File: config.mk
export PLATFORM = sky130hd
export DESIGN_NAME = fir_cell
export DESIGN_NICKNAME = d
export VERILOG_FILES = /design/src/design/fir_pkg.sv /design/src/design/fir_cell.sv
export SDC_FILE = /design/constraint.sdc
export NUM_CORES = 1
export LEC_CHECK = 0
export ABC_AREA = 1
export BUFFER_PORTS_ARGS = -buffer_cell sky130_fd_sc_hd__buf_2
export CAP_MARGIN = 30
export CORE_ASPECT_RATIO = 0.8
export CORE_MARGIN = 1.5
export CORE_UTILIZATION = 46
export DETAILED_ROUTE_END_ITERATION = 8
export GPL_ROUTABILITY_DRIVEN = 0
export MAX_ROUTING_LAYER = met4
export PLACE_DENSITY = 0.94
export SLEW_MARGIN = 5
export SYNTH_ARGS = -nofsm -noshare
export SYNTH_HDL_FRONTEND = slang
export SYNTH_SLANG_ARGS = --single-unit
File: constraint.sdc
create_clock -name clock -period 2.1 [get_ports clock]
set_input_delay 0.315 -clock clock [delete_from_list [all_inputs] [get_ports clock]]
set_output_delay 0.315 -clock clock [all_outputs]
set_load 0.1 [all_outputs]
File: src/design/fir_pkg.sv
`default_nettype none

package fir_pkg;

   localparam int DEFAULT_TAPS = 64;
   localparam int SAMPLE_W     = 16;
   localparam int TAP_INDEX_W  = 6;
   localparam int PROD_W       = 2 * SAMPLE_W;
   localparam int FRAC_BITS    = 15;
   localparam int ROUND_BIAS   = (1 << FRAC_BITS) - 1;
   localparam int SAMPLE_MAX   = (1 << (SAMPLE_W - 1)) - 1;
   localparam int SAMPLE_MIN   = -(1 << (SAMPLE_W - 1));

   typedef logic [0:0]                  action_type;
   typedef logic [TAP_INDEX_W-1:0]      tap_index_type;
   typedef logic signed [SAMPLE_W-1:0]  sample_type;
   typedef logic signed [PROD_W-1:0]    product_type;

   localparam action_type ACT_FILTER = 1'b0;
   localparam action_type ACT_WRITE  = 1'b1;

   // controls handed to every cell of the ring
   typedef struct packed {
      logic shift;
      logic load;
      logic rotate;
   } cell_ctrl_type;

   // controls for the multiply-accumulate unit
   typedef struct packed {
      logic mul;
      logic clear;
      logic acc;
      logic round;
   } mac_ctrl_type;

endpackage

`default_nettype wire

File: src/design/fir_cell.sv
`default_nettype none

module fir_cell import fir_pkg::*; #(
   parameter int INDEX = 0
) (
   input  wire           clock,
   input  wire           reset,
   input  cell_ctrl_type ctrl,
   input  tap_index_type wr_index,
   input  sample_type    wr_value,
   input  sample_type    shift_in,
   input  sample_type    rot_sample_in,
   input  sample_type    rot_coef_in,
   output sample_type    sample_out,
   output sample_type    coef_out
);

   // cells past the index range can never be written
   localparam bit ADDRESSABLE = INDEX < (1 << TAP_INDEX_W);

   sample_type sample_ff, sample_in;
   sample_type coef_ff, coef_in;
   logic       hit;

   assign hit = ADDRESSABLE && (wr_index == TAP_INDEX_W'(INDEX));

   always_comb begin
      sample_in = sample_ff;
      if (ctrl.shift) begin
         sample_in = shift_in;
      end else if (ctrl.rotate) begin
         sample_in = rot_sample_in;
      end
   end

   always_comb begin
      coef_in = coef_ff;
      if (ctrl.load && hit) begin
         coef_in = wr_value;
      end else if (ctrl.rotate) begin
         coef_in = rot_coef_in;
      end
   end

   always_ff @(posedge clock) begin
      if (reset) begin
         sample_ff <= '0;
         coef_ff   <= '0;
      end else begin
         sample_ff <= sample_in;
         coef_ff   <= coef_in;
      end
   end

   assign sample_out = sample_ff;
   assign coef_out   = coef_ff;

endmodule

`default_nettype wire

==> qor.yml <==
run_status:
  status: "completed"
flow_run:
  cap_violations: 0
worst_setup_path:
  path_buf_inv: 1
  crit_slowest_cell: "buf_2"
  endpoint: "coef_out[11]"
  crit_family: "buffers and inverters"
  crit_required_ps: 1780
  r2r_setup_slack_ps: 1350
  critPathArrivalTime_ps: 1070
  cp.depth: 1
  regToRegEndpoint: "sample_out[12]"
  timing.rr.start: "sample_out[12]"
  critical_path_class: "flop to output port"
  cp-end-kind: "output port"
  crit_start: "coef_out[11]"
  r2r_cells: 4
  crit_path_cell_trace: "buf_2"
  cp_max_fo: 2
  cpPeakStageDelay_ps: 440
  start_kind: "flop"
cts:
  cts_sinks: 32
  cts.repair.resized: 0
  cts_buffers: 5
  clk_pin_slew_ps: 60
  insertion_delay_ps: 280
  cts_setup_buffers: 0
  ctsHoldBuffers: 0
  cts_tree: "built"
  cts_buffer_depth: 2
  htreeDepth: 2
  root_buffer: "clkbuf_8"
sta:
  grt_setup_unrepaired: "no"
  setup_tns_ps: 0
  layout_min_cycle_time_ps: 1390
  slew_headroom_pct: 57.6
  final.period_utilization_pct: 66.0
  final_max_slew_viol_count: 0
  setup_slack_ps: 714
  fmax_mhz: 721
  worst_slew_pin_slew_ps: 635
  finClkSkew_ps: 0
  setup_violations: 0
  hold_viol: 0
placed_design:
  place_inst: 398
  hpwl_mm: 3.33
  portBuffers: 106
  dp_slack_ps: 648
route:
  drt_iter0_drc: 88
  wl_mm: 4.47
  wire_per_inst_um: 11.0
  ant_nets: 0
  vias: 1924
  drc_errors: 0
  dr.pass1.iters: 5
  viasPerCell: 4.75
yosys:
  yosysWarnings: 0
  yosysSeqAreaShare_pct: 36.5
  ys_ff_latch: 32
  synthDistinctLibCells: 18
  synth_cells: 264
  syn_nets: 339
  syn_area_um2: 1750
  synth.avg_cell_area_um2: 6.64
global_route:
  grt_max_degree: 33
  grt_first_pass_wirelength_mm: 7.08
  grt_use_total_pct: 22.3
  grt_pass1_vias: 1683
  antenna_found_initial: 0
  grt_overflow: 0
die:
  die_h_um: 58.2
  die_w_um: 72.0
  start_util_pct: 49.5
  rows: 19
  die_area_um2: 4200
  ios: 107
  core_um2: 3540
pwr:
  p_leak_nw: 1.43
  vdd_drop_max_mv: 0.483
  power_mw: 1.69
  powerDensity_nw_per_um2: 731
hold_path:
  hold_class: "input pin to flop"
cells_and_area:
  stdcell_count: 405
  fin_nets: 438
  syn2layout_area_growth_pct: 32.2
  drive_above_1_share_pct: 34.2
  insertedDiodeCount: 0
-- layout by cell type (no fill, tap or decap), drive strengths merged --
master and instances:
dfxtp 32, clkbuf 7, inv 40, nand3 36, nor2 6, nand2 107, buf 107, a21oi 16
a22oi 12
-- metrics by stage --
step / cell area [um2] / hold WS, ps / utilization (%)
after floorplan: 1750 / 498 / -
after global placement: 2220 / 470 / 62.8
after detailed placement: 2220 / 472 / 62.8
after CTS: 2320 / 309 / 65.5
after global routing: 2320 / 317 / 65.5
final: 2320 / 307 / 65.5
-- area by class of cell --
cell class | instances | area (um2)
Fill cell | 320 | 1220
Multi-Input combinational cell | 177 | 837
Sequential cell | 32 | 641
Timing Repair Buffer | 107 | 538
Inverter | 40 | 155
Clock buffer | 7 | 96.3
Tap cell | 42 | 52.6
-- sequential cells by signal, indices dropped and copies added, names as in the netlist --
name,cells
sample_out,16
coef_out,16
-- cells in the mapped netlist --
master	instances	area share (%)
buf_6	4	2.6
dfxtp_1	32	37
nor2_8	2	2.3
inv_6	1	0.50
clkbuf_1	1	0.21
buf_2	4	1.1
nor2_4	1	0.64
a21oi_1	16	4.6
nand2_2	1	0.36
buf_8	1	0.86
buf_4	5	2.1
nor2_1	1	0.21
a22oi_2	3	2.1
a22oi_1	9	3.9
nand2_1	106	23
nor2_2	2	0.71
inv_1	39	8.3
nand3_1	36	10
-- metal layers --
metal	vias up	share of wire (%)	global-route usage [%]	wire length, um
met2	65	48	38.1	2140
met5	-	0	-	0
met1	834	45	26.1	1990
met3	12	5.5	4.17	246
li1	1013	-	-	-
met4	0	2.1	8.89	93
-- worst min-delay path by stage --
stage | startpoint | cells past startpoint | to
after floorplan | rot_sample_in[6] | 4 | sample_out[6]
after global placement | coef_out[1] | 2 | coef_out[1]
after detailed placement | coef_out[3] | 2 | coef_out[3]
after CTS | rot_sample_in[10] | 5 | sample_out[10]
after global routing | rot_sample_in[12] | 5 | sample_out[12]
final | rot_sample_in[10] | 5 | sample_out[10]
-- power by group --
part	total, mW	switching (mW)	internal (mW)	leakage, nW
combinational	0.530	0.405	0.125	1.12
clock	0.500	0.209	0.291	0.0503
sequential	0.664	0.0189	0.645	0.264
total	1.69	0.633	1.06	1.43
-- logic make-up (layout without fill, tap and decap cells) --
family	count (synthesis)	after routing	share of synthesized area, %
AOI/OAI and AO/OA	28	28	10.6
buffers and inverters	55	154	15.8
DFF	32	32	36.5
and+or+nand+nor	149	149	37.2
Note: power is estimated with default switching activity, not from simulation.
