$ cat config.mk
export PLATFORM = sky130hd
export DESIGN_NAME = fir_mac
export DESIGN_NICKNAME = d
export VERILOG_FILES = /design/src/design/fir_pkg.sv /design/src/design/fir_mac.sv
export SDC_FILE = /design/constraint.sdc
export NUM_CORES = 1
export LEC_CHECK = 0
export ABC_AREA = 1
export BUFFER_PORTS_ARGS = -buffer_cell sky130_fd_sc_hd__buf_2
export CAP_MARGIN = 20
export CORE_MARGIN = 8
export CORE_UTILIZATION = 45
export DETAILED_ROUTE_END_ITERATION = 12
export GPL_ROUTABILITY_DRIVEN = 0
export GPL_TIMING_DRIVEN = 0
export SLEW_MARGIN = 20
export SYNTH_ARGS = -nofsm -noshare
export SYNTH_HDL_FRONTEND = slang
export SYNTH_SLANG_ARGS = --single-unit
$ cat constraint.sdc
create_clock -name clock -period 6.5 [get_ports clock]
set_clock_uncertainty 0.1 [all_clocks]
set_input_delay 0.975 -clock clock [delete_from_list [all_inputs] [get_ports clock]]
set_output_delay 0.975 -clock clock [all_outputs]
set_load 0.005 [all_outputs]
$ cat src/design/fir_pkg.sv
`default_nettype none

package fir_pkg;

   localparam int DEFAULT_TAPS = 64;
   localparam int SAMPLE_W     = 16;
   localparam int TAP_INDEX_W  = 6;
   localparam int PROD_W       = 2 * SAMPLE_W;
   localparam int FRAC_BITS    = 15;
   localparam int ROUND_BIAS   = (1 << FRAC_BITS) - 1;
   localparam int SAMPLE_MAX   = (1 << (SAMPLE_W - 1)) - 1;
   localparam int SAMPLE_MIN   = -(1 << (SAMPLE_W - 1));

   typedef logic [0:0]                  action_type;
   typedef logic [TAP_INDEX_W-1:0]      tap_index_type;
   typedef logic signed [SAMPLE_W-1:0]  sample_type;
   typedef logic signed [PROD_W-1:0]    product_type;

   localparam action_type ACT_FILTER = 1'b0;
   localparam action_type ACT_WRITE  = 1'b1;

   // controls handed to every cell of the ring
   typedef struct packed {
      logic shift;
      logic load;
      logic rotate;
   } cell_ctrl_type;

   // controls for the multiply-accumulate unit
   typedef struct packed {
      logic mul;
      logic clear;
      logic acc;
      logic round;
   } mac_ctrl_type;

endpackage

`default_nettype wire

$ cat src/design/fir_mac.sv
`default_nettype none

module fir_mac import fir_pkg::*; #(
   parameter int TAPS = DEFAULT_TAPS
) (
   input  wire          clock,
   input  mac_ctrl_type ctrl,
   input  sample_type   sample,
   input  sample_type   coef,
   output sample_type   result
);

   localparam int ACC_W = PROD_W + $clog2(TAPS);

   typedef logic signed [ACC_W-1:0] acc_type;

   product_type prod_ff, prod_in;
   acc_type     acc_ff, acc_in;
   acc_type     bias_ff, bias_in;
   acc_type     quot;

   assign prod_in = PROD_W'(sample) * PROD_W'(coef);

   always_comb begin
      acc_in = acc_ff + ACC_W'(prod_ff);
      if (ctrl.clear) begin
         acc_in = '0;
      end
   end

   // bias negative sums so the shift truncates toward zero
   assign bias_in = acc_ff + (acc_ff[ACC_W-1] ? ACC_W'(ROUND_BIAS) : '0);

   always_ff @(posedge clock) begin
      if (ctrl.mul) begin
         prod_ff <= prod_in;
      end
      if (ctrl.clear || ctrl.acc) begin
         acc_ff <= acc_in;
      end
      if (ctrl.round) begin
         bias_ff <= bias_in;
      end
   end

   assign quot = bias_ff >>> FRAC_BITS;

   always_comb begin
      if (quot > ACC_W'(SAMPLE_MAX)) begin
         result = sample_type'(SAMPLE_MAX);
      end else if (quot < ACC_W'(SAMPLE_MIN)) begin
         result = sample_type'(SAMPLE_MIN);
      end else begin
         result = quot[SAMPLE_W-1:0];
      end
   end

endmodule

`default_nettype wire

==> results.txt, run 1 <==
----------------------------------------------------
[Run status]
  Outcome ... complete, no violations

[Final layout]
  Most common cell after layout, fill and taps aside ... sky130_fd_sc_hd__nand2_1
  Layout cells sized above 1 ... 0.05786
  Area overhead of the layout relative to synthesis ... 7.424%
  Commonest cells after routing, fill and taps aside ... sky130_fd_sc_hd__nand2_1 (702), sky130_fd_sc_hd__inv_1 (664), sky130_fd_sc_hd__fa_1 (258)
  Antenna Diode Count ... 0
  Number of nets in the layout ... 2934

[STA]
  Transition time of the tightest slew-check pin ... 981.8 ps
  Headroom to the max-slew limit ... 0.3455
  Fmax ... ~160 MHz
  Total of endpoints with negative setup slack in the final report ... 0
  Final period util ... 0.9743
  Pins over their slew limit ... 0
  Final Hold Fails ... 0
  Final critical-path required period ... 6333 ps
  Worst hold-check slack ... 531.2 ps
  RSZ-0062 raised after global routing ... yes

[Critical path]
  Crit start category ... input pin
  Register-to-Register Setup Slack ... 3580 ps
  Stages on the worst setup path ... 22
  Class of the most critical setup path ... in -> reg
  CP endpoint ... prod_ff[31]
  Slowest Stage Delay on Critical Path ... 550 ps
  Capturing point of the worst reg2reg path ... acc_ff[32]
  FF-to-FF path depth ... 13
  Worst path required time ... 6490 ps
  Cell family with the largest share of critical-path delay ... adder cells
  Startpoint of the most critical register-to-register path ... acc_ff[0]
  Startpoint of the worst setup timing path ... coef[13]
  Kind of capture point of the worst setup path ... register
  Critical Path AT ... 6320 ps
  CP Cell Sequence ... clkbuf_2 > clkbuf_2 > nand2_1 > fa_1 > inv_1 > fa_1 > inv_1 > fa_1 > inv_1 > fa_1 > fa_1 > inv_1 > fa_1 > inv_1 > ha_1 > nand4_1 > nor3_1 > nand2_1 > nand3b_1 > inv_1 > nand2_1 > nand2_1
  Worst path slowest cell ... sky130_fd_sc_hd__fa_1
  Buf+Inv Stages, Crit Path ... 8
  Crit Path Max Fanout ... 10

[Clocking]
  Register clock-pin slew on the reported worst setup and hold paths ... roughly 70 ps
  CTS tree ... built
  Clock Sink Count ... 93
  Number of H-tree levels ... 3
  Cell at the root of the clock tree ... sky130_fd_sc_hd__clkbuf_16
  Clock tree buffer depth ... 2
  Hold buffers post-CTS ... 0
  Number of buffers created by CTS ... 9
  Clock Latency Late Sink ... between 300 and 400 ps

[Route]
  Post-route DRC violation count ... 0
  Routed wire length per instance ... around 16 um
  Routed Wire Length ... 48280 um
  Vias post-DR ... 15091
  Average vias per placed instance ... about 5
  Antenna viol nets, final ... 0
  Router iterations before antenna repair ... 8
  DRC marker count from the first detailed-route iteration ... 1078

[Run]
  Number of max-capacitance violations reported ... 0

[Synthesis]
  Synth unique cells ... 35
  Register bit count reported by yosys ... 93
  Syn Std Cell Area ... 17920 um^2
  Synth warnings ... 0
  Fraction of the yosys area taken by sequential cells ... 0.1559
  Net count after synthesis ... 2895
  Syn avg cell area ... 7.277 um^2
  Post-synthesis cell count ... 2462

[GRT]
  Maximum number of pins on one net before global-route repair ... 39
  Global-route total usage across every layer ... 0.2116
  Antenna violations before repair ... 0
  First-pass GRT wire length ... 79250 um
  Grt ovf ... 0
  Number of global-route vias before repair ... around 16000

[Place]
  I/O Buffers ... 25
  DP Wirelength ... about 42000 um

[Die]
  Initial core utilization ... 0.4530
  Area of the core region ... 39550 um^2
  Vertical die dimension ... roughly 220 um
  FP Rows ... 73
  Die W ... 215.5 um
  Top Ports ... 53
  Die Outline Area ... 46450 um^2

[Worst hold path]
  Classification of the worst-slack hold path ... reg -> reg

----------------------------------------------------
==> worst register-to-register path: stages (launching register included) <==
cell and delay (ps):
sky130_fd_sc_hd__edfxtp_1 370, sky130_fd_sc_hd__ha_1 270, sky130_fd_sc_hd__inv_1 90, sky130_fd_sc_hd__fa_1 460
sky130_fd_sc_hd__inv_1 190, sky130_fd_sc_hd__nand3_1 90, sky130_fd_sc_hd__nand3_1 210, sky130_fd_sc_hd__nand2_1 80
sky130_fd_sc_hd__nand2_1 150, sky130_fd_sc_hd__nand2_1 90, sky130_fd_sc_hd__nand2_1 190, sky130_fd_sc_hd__nand3_1 170
sky130_fd_sc_hd__a21oi_1 160, sky130_fd_sc_hd__nor2_1 60
==> layout make-up <==
cell class / count / area (um^2)
inverter: 667 / 2504
multi-input combinational: 1635 / 12430
buffer: 66 / 421.7
tap: 525 / 656.9
clock inverter: 7 / 47.55
timing repair buffer: 29 / 170.2
sequential: 93 / 2793
clock buffer: 9 / 225.2
fill: 3969 / 20300
==> kinds of logic (layout without fill, tap and decap cells) <==
logic type	count (synthesis)	in the layout	synth area share
AO/OA/AOI/OAI	175	175	0.05343
XOR/XNOR	37	37	0.01851
adder cells (fa/ha/maj)	396	396	0.3868
buffers and inverters	734	778	0.1548
flip-flops	93	93	0.1559
AND/OR/NAND/NOR	1027	1027	0.2306
==> flip-flops by register name (all words and copies together), names as in the netlist <==
name,cells
bias_ff,23
acc_ff,38
prod_ff,32
==> metrics by stage <==
step / cells / worst slack, ps / cell area (um^2) / util / TNS [ps]
3_3_place_gp: 3012 / -980.0 / 18700 / 0.4728 / -12950
5_1_grt: 3031 / -39.97 / 19250 / 0.4866 / -39.97
3_5_place_dp: 3012 / -1044 / 18700 / 0.4728 / -13770
6_report: 3031 / 167.3 / 19250 / 0.4866 / 0
4_1_cts: 3027 / 1.572 / 19100 / 0.4829 / 0
2_1_floorplan: 2462 / 144.6 / 17920 / - / 0
==> layer usage <==
layer	wire [um]	up-vias	GRT usage	part of all wire
met3	2227	141	0.02252	0.046
li1	-	7363	-	-
met2	23910	473	0.3859	0.50
met5	0	-	0	0
met4	2354	0	0.1010	0.049
met1	19790	7114	0.2455	0.41
==> cell usage after synthesis, drive strengths merged <==
cell type / count / area share
nor3: 19 / 0.0056
fa: 263 / 0.29
a21boi: 3 / 0.0013
nand3: 77 / 0.022
or2: 7 / 0.0024
inv: 667 / 0.14
nand3b: 8 / 0.0034
edfxtp: 93 / 0.16
a21o: 5 / 0.0021
nor4: 1 / 0.00035
o21a: 5 / 0.0021
o211ai: 1 / 0.00042
ha: 133 / 0.093
o41ai: 1 / 0.00091
o21ai: 43 / 0.013
nand2: 706 / 0.15
buf: 7 / 0.0025
xnor2: 11 / 0.0054
nor2: 180 / 0.038
xor2: 26 / 0.013
a21oi: 106 / 0.030
a31oi: 3 / 0.0010
o21bai: 8 / 0.0034
nand4: 29 / 0.010
clkbuf: 60 / 0.013
==> worst min path at each step <==
stage	endpoint	startpoint	slack, ps	depth (start not counted)
after floorplan	bias_ff[27]	acc_ff[27]	450	2
after global routing	bias_ff[32]	acc_ff[32]	570	2
after global placement	bias_ff[35]	acc_ff[35]	510	2
after CTS	bias_ff[35]	acc_ff[35]	530	2
after detailed placement	bias_ff[35]	acc_ff[35]	520	2
final	bias_ff[35]	acc_ff[35]	530	2
==> repair_timing <==
item / in CTS / in global routing
setup buffers: 0 / 4
pin swaps: 2 / 5
setup endpoints to repair: 19 / 13
resized for setup: 74 / 64
Power of run 1 is not shown: default switching activity piles up to over one toggle a cycle in this logic, so the estimate is an artifact.
==> run 2, diff against run 1 <==
--- a/config.mk
+++ b/config.mk
@@ -11,4 +11,5 @@
 export CORE_MARGIN = 8
 export CORE_UTILIZATION = 45
+export CTS_CLUSTER_DIAMETER = 40
 export DETAILED_ROUTE_END_ITERATION = 12
 export GPL_ROUTABILITY_DRIVEN = 0
==> constraint.sdc (replaced) <==
create_clock -name clock -period 6.5 [get_ports clock]
set_clock_uncertainty 0.1 [all_clocks]
set_input_delay 0.325 -clock clock [delete_from_list [all_inputs] [get_ports clock]]
set_output_delay 0.325 -clock clock [all_outputs]
set_load 0.005 [all_outputs]
==> results.txt, run 2 (synthesized netlist as in run 1, its figures left out) <==
----------------------------------------------------
[STA]
  Fmax ... 157.0 MHz
  RSZ-0062 raised after global routing ... yes
  Transition time of the tightest slew-check pin ... slightly below 1000 ps
  Final period util ... 0.9801
  Worst hold-check slack ... ~320 ps
  Pins over their slew limit ... 0
  Final Hold Fails ... 0
  Headroom to the max-slew limit ... 0.3381
  Total of endpoints with negative setup slack in the final report ... 0
  Final critical-path required period ... 6371 ps

[Critical path]
  Register-to-Register Setup Slack ... 3570 ps
  Startpoint of the most critical register-to-register path ... acc_ff[0]
  Capturing point of the worst reg2reg path ... acc_ff[32]
  Crit Path Max Fanout ... 10
  CP Cell Sequence ... clkbuf_1 > clkbuf_1 > nand2_1 > fa_1 > fa_1 > fa_1 > fa_1 > inv_1 > fa_1 > inv_1 > fa_1 > inv_1 > ha_1 > nand2_1 > nor2_1 > nand2_1 > nand3_1 > nand2_1 > nand3b_1 > inv_1 > nand2_1 > nand2_1
  Worst path required time ... approximately 6500 ps
  Worst path slowest cell ... sky130_fd_sc_hd__clkbuf_1
  Critical Path AT ... 6360 ps
  Class of the most critical setup path ... in -> reg
  Slowest Stage Delay on Critical Path ... 610 ps
  FF-to-FF path depth ... 13
  Kind of capture point of the worst setup path ... register
  Crit start category ... input pin

[Clocking]
  Clock Sink Count ... 93
  CTS tree ... built
  Register clock-pin slew on the reported worst setup and hold paths ... 70 ps
  Number of buffers created by CTS ... 9
  Clock tree buffer depth ... 2
  Cell at the root of the clock tree ... sky130_fd_sc_hd__clkbuf_16
  Hold buffers post-CTS ... 0
  Clock Latency Late Sink ... about 360 ps
  Number of H-tree levels ... 3

[Die]
  Top Ports ... 53
  Vertical die dimension ... 215.5 um
  Initial core utilization ... 0.4530
  Die Outline Area ... 46450 um^2
  Area of the core region ... 39550 um^2
  FP Rows ... 73
  Die W ... 215.5 um

[Final layout]
  Largest register by flop count ... acc_ff
  Layout cells sized above 1 ... 0.03276
  Antenna Diode Count ... 0
  Largest regs ... acc_ff: 38 flops, prod_ff: 32 flops, bias_ff: 23 flops
  Commonest cells after routing, fill and taps aside ... sky130_fd_sc_hd__nand2_1 (704), sky130_fd_sc_hd__inv_1 (667), sky130_fd_sc_hd__fa_1 (262)
  Area overhead of the layout relative to synthesis ... 6.020%
  Post-route core utilization ... 0.4803
  Flip-flop count of the largest register, all copies and words added ... 38
  Most common cell after layout, fill and taps aside ... sky130_fd_sc_hd__nand2_1
  Number of nets in the layout ... 2931
  Count of fill cells added during filler insertion ... 3993

[GRT]
  Number of global-route vias before repair ... roughly 16000
  Maximum number of pins on one net before global-route repair ... 39
  First-pass GRT wire length ... 79250 um
  Grt ovf ... 0
  Antenna violations before repair ... 0
  Global-route total usage across every layer ... 0.2116

[Route]
  Average vias per placed instance ... 4.991
  DRC marker count from the first detailed-route iteration ... 1066
  Post-route DRC violation count ... 0
  Vias post-DR ... 15112
  Router iterations before antenna repair ... 5
  Routed Wire Length ... around 48000 um
  Antenna viol nets, final ... 0
  Routed wire length per instance ... 15.92 um

[Worst hold path]
  Endpoint of the worst hold-timing path ... acc_ff[1]
  Origin of the worst min-delay path ... ctrl[2]
  Classification of the worst-slack hold path ... in -> reg
  Worst hold stages ... 2

[Place]
  DP Wirelength ... about 42000 um
  I/O Buffers ... 25

[Run]
  Number of max-capacitance violations reported ... 0

[Run status]
  Outcome ... complete, no violations

----------------------------------------------------
## run 2: final cells by class
cell class                      instances  area, um^2  share of cell area
Inverter                              667        2504              0.1318
Multi-Input combinational cell       1635       12350              0.6503
Timing Repair Buffer                   25       125.1            0.006587
Sequential cell                        93        2793              0.1470
Buffer                                 67       291.5             0.01535
Tap cell                              525       656.9             0.03458
Clock buffer                            9       225.2             0.01186
Clock inverter                          7       47.55            0.002503
## run 2: metrics by stage
stage	TNS [ps]	instances	area [um^2]	worst slack, ps
finish	0	3028	18990	129.2
global route	-28.75	3028	18990	-28.75
CTS	0	3028	18970	66.86
detailed placement	-1846	3012	18700	-393.7
global placement	-1442	3012	18700	-330.0
floorplan	0	2462	17920	794.6
## run 2: critical path, delay by kind of cell
| family | cells | cell delay (ps) |
|---|---|---|
| fa+ha+maj | 7 | 3450 |
| buf+inv | 6 | 1180 |
| simple gates | 9 | 1380 |
## run 2: repair_timing
action / CTS / global route
resized for setup: 1 / 33
setup endpoints to repair: 1 / 8
buffers inserted: 0 / 0
hold endpoints to repair: 0 / 0
## run 2: worst max path at each step
stage / from / endpoint / cells past startpoint
final: sample[8] / prod_ff[31] / 22
after global routing: coef[7] / prod_ff[31] / 24
after CTS: coef[9] / prod_ff[31] / 22
after detailed placement: coef[5] / prod_ff[31] / 22
after global placement: coef[5] / prod_ff[31] / 20
after floorplan: coef[5] / prod_ff[30] / 21
## run 2: routing by layer
metal	routed length, um	vias to the layer above	global-route usage
met5	0	-	0
met4	2420	0	0.1008
met3	2309	140	0.02294
met2	23880	452	0.3865
met1	19590	7164	0.2449
li1	-	7356	-
Power of run 2 is left out for the same reason.
==> run 3, diff against run 2 <==
CELL_PAD_IN_SITES_DETAIL_PLACEMENT = 1   (was default)
CELL_PAD_IN_SITES_GLOBAL_PLACEMENT = 1   (was default)
CORE_UTILIZATION = 44   (was 45)
PLACE_DENSITY_LB_ADDON = 0.1   (was default)
==> results.txt, run 3 (synthesized netlist as in run 1, its figures left out) <==
----------------------------------------------------
[Run status]
  Outcome ... complete, no violations

[Clocking]
  Setup repair bufs after CTS ... 0
  Clock tree buffer depth ... 2
  CTS tree ... built
  Number of H-tree levels ... 3
  Cell at the root of the clock tree ... sky130_fd_sc_hd__clkbuf_16
  Clock Latency Late Sink ... 350 ps
  Register clock-pin slew on the reported worst setup and hold paths ... around 70 ps
  Hold buffers post-CTS ... 0
  Number of buffers created by CTS ... 9
  Clock Sink Count ... 93

[Critical path]
  Crit Path Max Fanout ... 10
  Kind of capture point of the worst setup path ... register
  Crit start category ... input pin
  Worst path required time ... approximately 6500 ps
  Class of the most critical setup path ... in -> reg
  Cell family with the largest share of critical-path delay ... adder cells
  Buf+Inv Stages, Crit Path ... 8
  Worst path slowest cell ... sky130_fd_sc_hd__fa_1
  Critical Path AT ... around 6300 ps
  Slowest Stage Delay on Critical Path ... slightly below 600 ps
  CP Cell Sequence ... clkbuf_1 > clkbuf_2 > nand2_1 > fa_1 > inv_1 > fa_1 > fa_1 > inv_1 > fa_1 > inv_1 > fa_1 > inv_1 > fa_1 > inv_1 > ha_1 > inv_1 > o21ai_0 > nor2_1 > nand2_1 > a21oi_1 > nand2_1 > nand2_1 > nand2_1
  Register-to-Register Setup Slack ... 3520 ps

[Die]
  Die W ... 217.8 um
  Initial core utilization ... 0.4418
  Top Ports ... 53
  Area of the core region ... 40550 um^2
  FP Rows ... 74
  Vertical die dimension ... 217.8 um
  Die Outline Area ... 47430 um^2

[Final layout]
  Largest regs ... acc_ff: 38 flops, prod_ff: 32 flops, bias_ff: 23 flops
  Count of fill cells added during filler insertion ... 5286
  Most common cell after layout, fill and taps aside ... sky130_fd_sc_hd__nand2_1
  Final instance area ... around 19000 um^2
  Largest register by flop count ... acc_ff
  FF+latch area ... about 2800 um^2
  Antenna Diode Count ... 0
  Multi-input combinational cell area ... about 12000 um^2
  Layout cells sized above 1 ... 0.03315
  Flip-flop count of the largest register, all copies and words added ... 38
  Commonest cells after routing, fill and taps aside ... sky130_fd_sc_hd__nand2_1 (704), sky130_fd_sc_hd__inv_1 (667), sky130_fd_sc_hd__fa_1 (263)
  Post-route core utilization ... 0.4690
  Number of nets in the layout ... 2932
  Area overhead of the layout relative to synthesis ... 6.166%

[Route]
  DR WL met3 ... between 1000 and 1500 um
  Router iterations before antenna repair ... 5
  Met2 layer wire length in the routed design ... 29560 um
  Average vias per placed instance ... 5.068
  Routed Wire Length ... 55500 um
  Antenna viol nets, final ... 0
  Met1 Wirelength ... roughly 22000 um
  Highest routed layer ... met4
  Post-route DRC violation count ... 0
  Vias post-DR ... 15387
  DRC marker count from the first detailed-route iteration ... roughly 640
  Routed wire length per instance ... 18.28 um

[Worst hold path]
  Classification of the worst-slack hold path ... in -> reg

[STA]
  Headroom to the max-slew limit ... 0.4952
  Final critical-path required period ... 6246 ps
  Fmax ... 160.1 MHz
  Total of endpoints with negative setup slack in the final report ... 0
  Final Hold Fails ... 0
  Final period util ... 0.9610
  Pins over their slew limit ... 0
  RSZ-0062 raised after global routing ... no
  Transition time of the tightest slew-check pin ... 757.2 ps

[GRT]
  First-pass GRT wire length ... 88910 um
  Antenna violations before repair ... 0
  Maximum number of pins on one net before global-route repair ... 39
  Global-route total usage across every layer ... 0.2379
  Number of global-route vias before repair ... 17297
  Grt ovf ... 0

[Place]
  Post-placement cell area ... roughly 19000 um^2
  I/O Buffers ... 25
  DP Wirelength ... a little under 50000 um

[Run]
  Number of max-capacitance violations reported ... 0

----------------------------------------------------
-- run 3: changes by cell type in the layout (fill, tap and decap cells not counted), sizes merged --
cell | previous run | this run
clkbuf | 69 | 71
buf | 32 | 33
inv | 670 | 667
clkinvlp | 1 | 2
-- run 3: layer usage --
metal,up-vias,track usage
li1,7348,-
met1,7660,0.2621
met2,267,0.4608
met3,112,0.01207
met4,0,0.1126
met5,-,0
-- run 3: through the flow --
step	instances	worst slack, ps	TNS, ps	hold WS (ps)
finish	3036	253.5	0	363.5
global route	3036	14.76	0	387.4
CTS	3035	96.36	0	367.2
detailed placement	3019	-436.9	-2985	514.8
global placement	3019	-348.5	-1642	511.8
floorplan	2462	794.6	0	337.5
-- run 3: worst paths after layout --
check                           startpoint           to  cells past startpoint
worst min register to register  acc_ff[35]  bias_ff[35]                      2
worst max-delay path               coef[9]  prod_ff[29]                     23
worst max register to register  prod_ff[0]   acc_ff[32]                     13
worst min-delay path               ctrl[0]  bias_ff[15]                      1
-- run 3: final cells by class --
type                       count  share of cell area
sequential                    93              0.1468
multi-input combinational   1635              0.6493
buffer                        67             0.01546
clock buffer                  11             0.01224
inverter                     667              0.1316
tap                          532             0.03500
timing repair buffer          26            0.007631
clock inverter                 5            0.001973
-- run 3: worst register-to-register path: cells and delay by family, from the launching register on --
family | cells | cell delay (ps)
buffers and inverters | 2 | 270
AOI/OAI and AO/OA | 1 | 170
and+or+nand+nor | 8 | 1090
DFF | 1 | 380
adders and majority gates | 2 | 740
-- run 3: what timing repair did --
action | CTS | global route
endpoints found under the setup margin | 1 | 6
cloned | 0 | 0
gates resized for setup | 1 | 36
Power of run 3 is left out for the same reason.
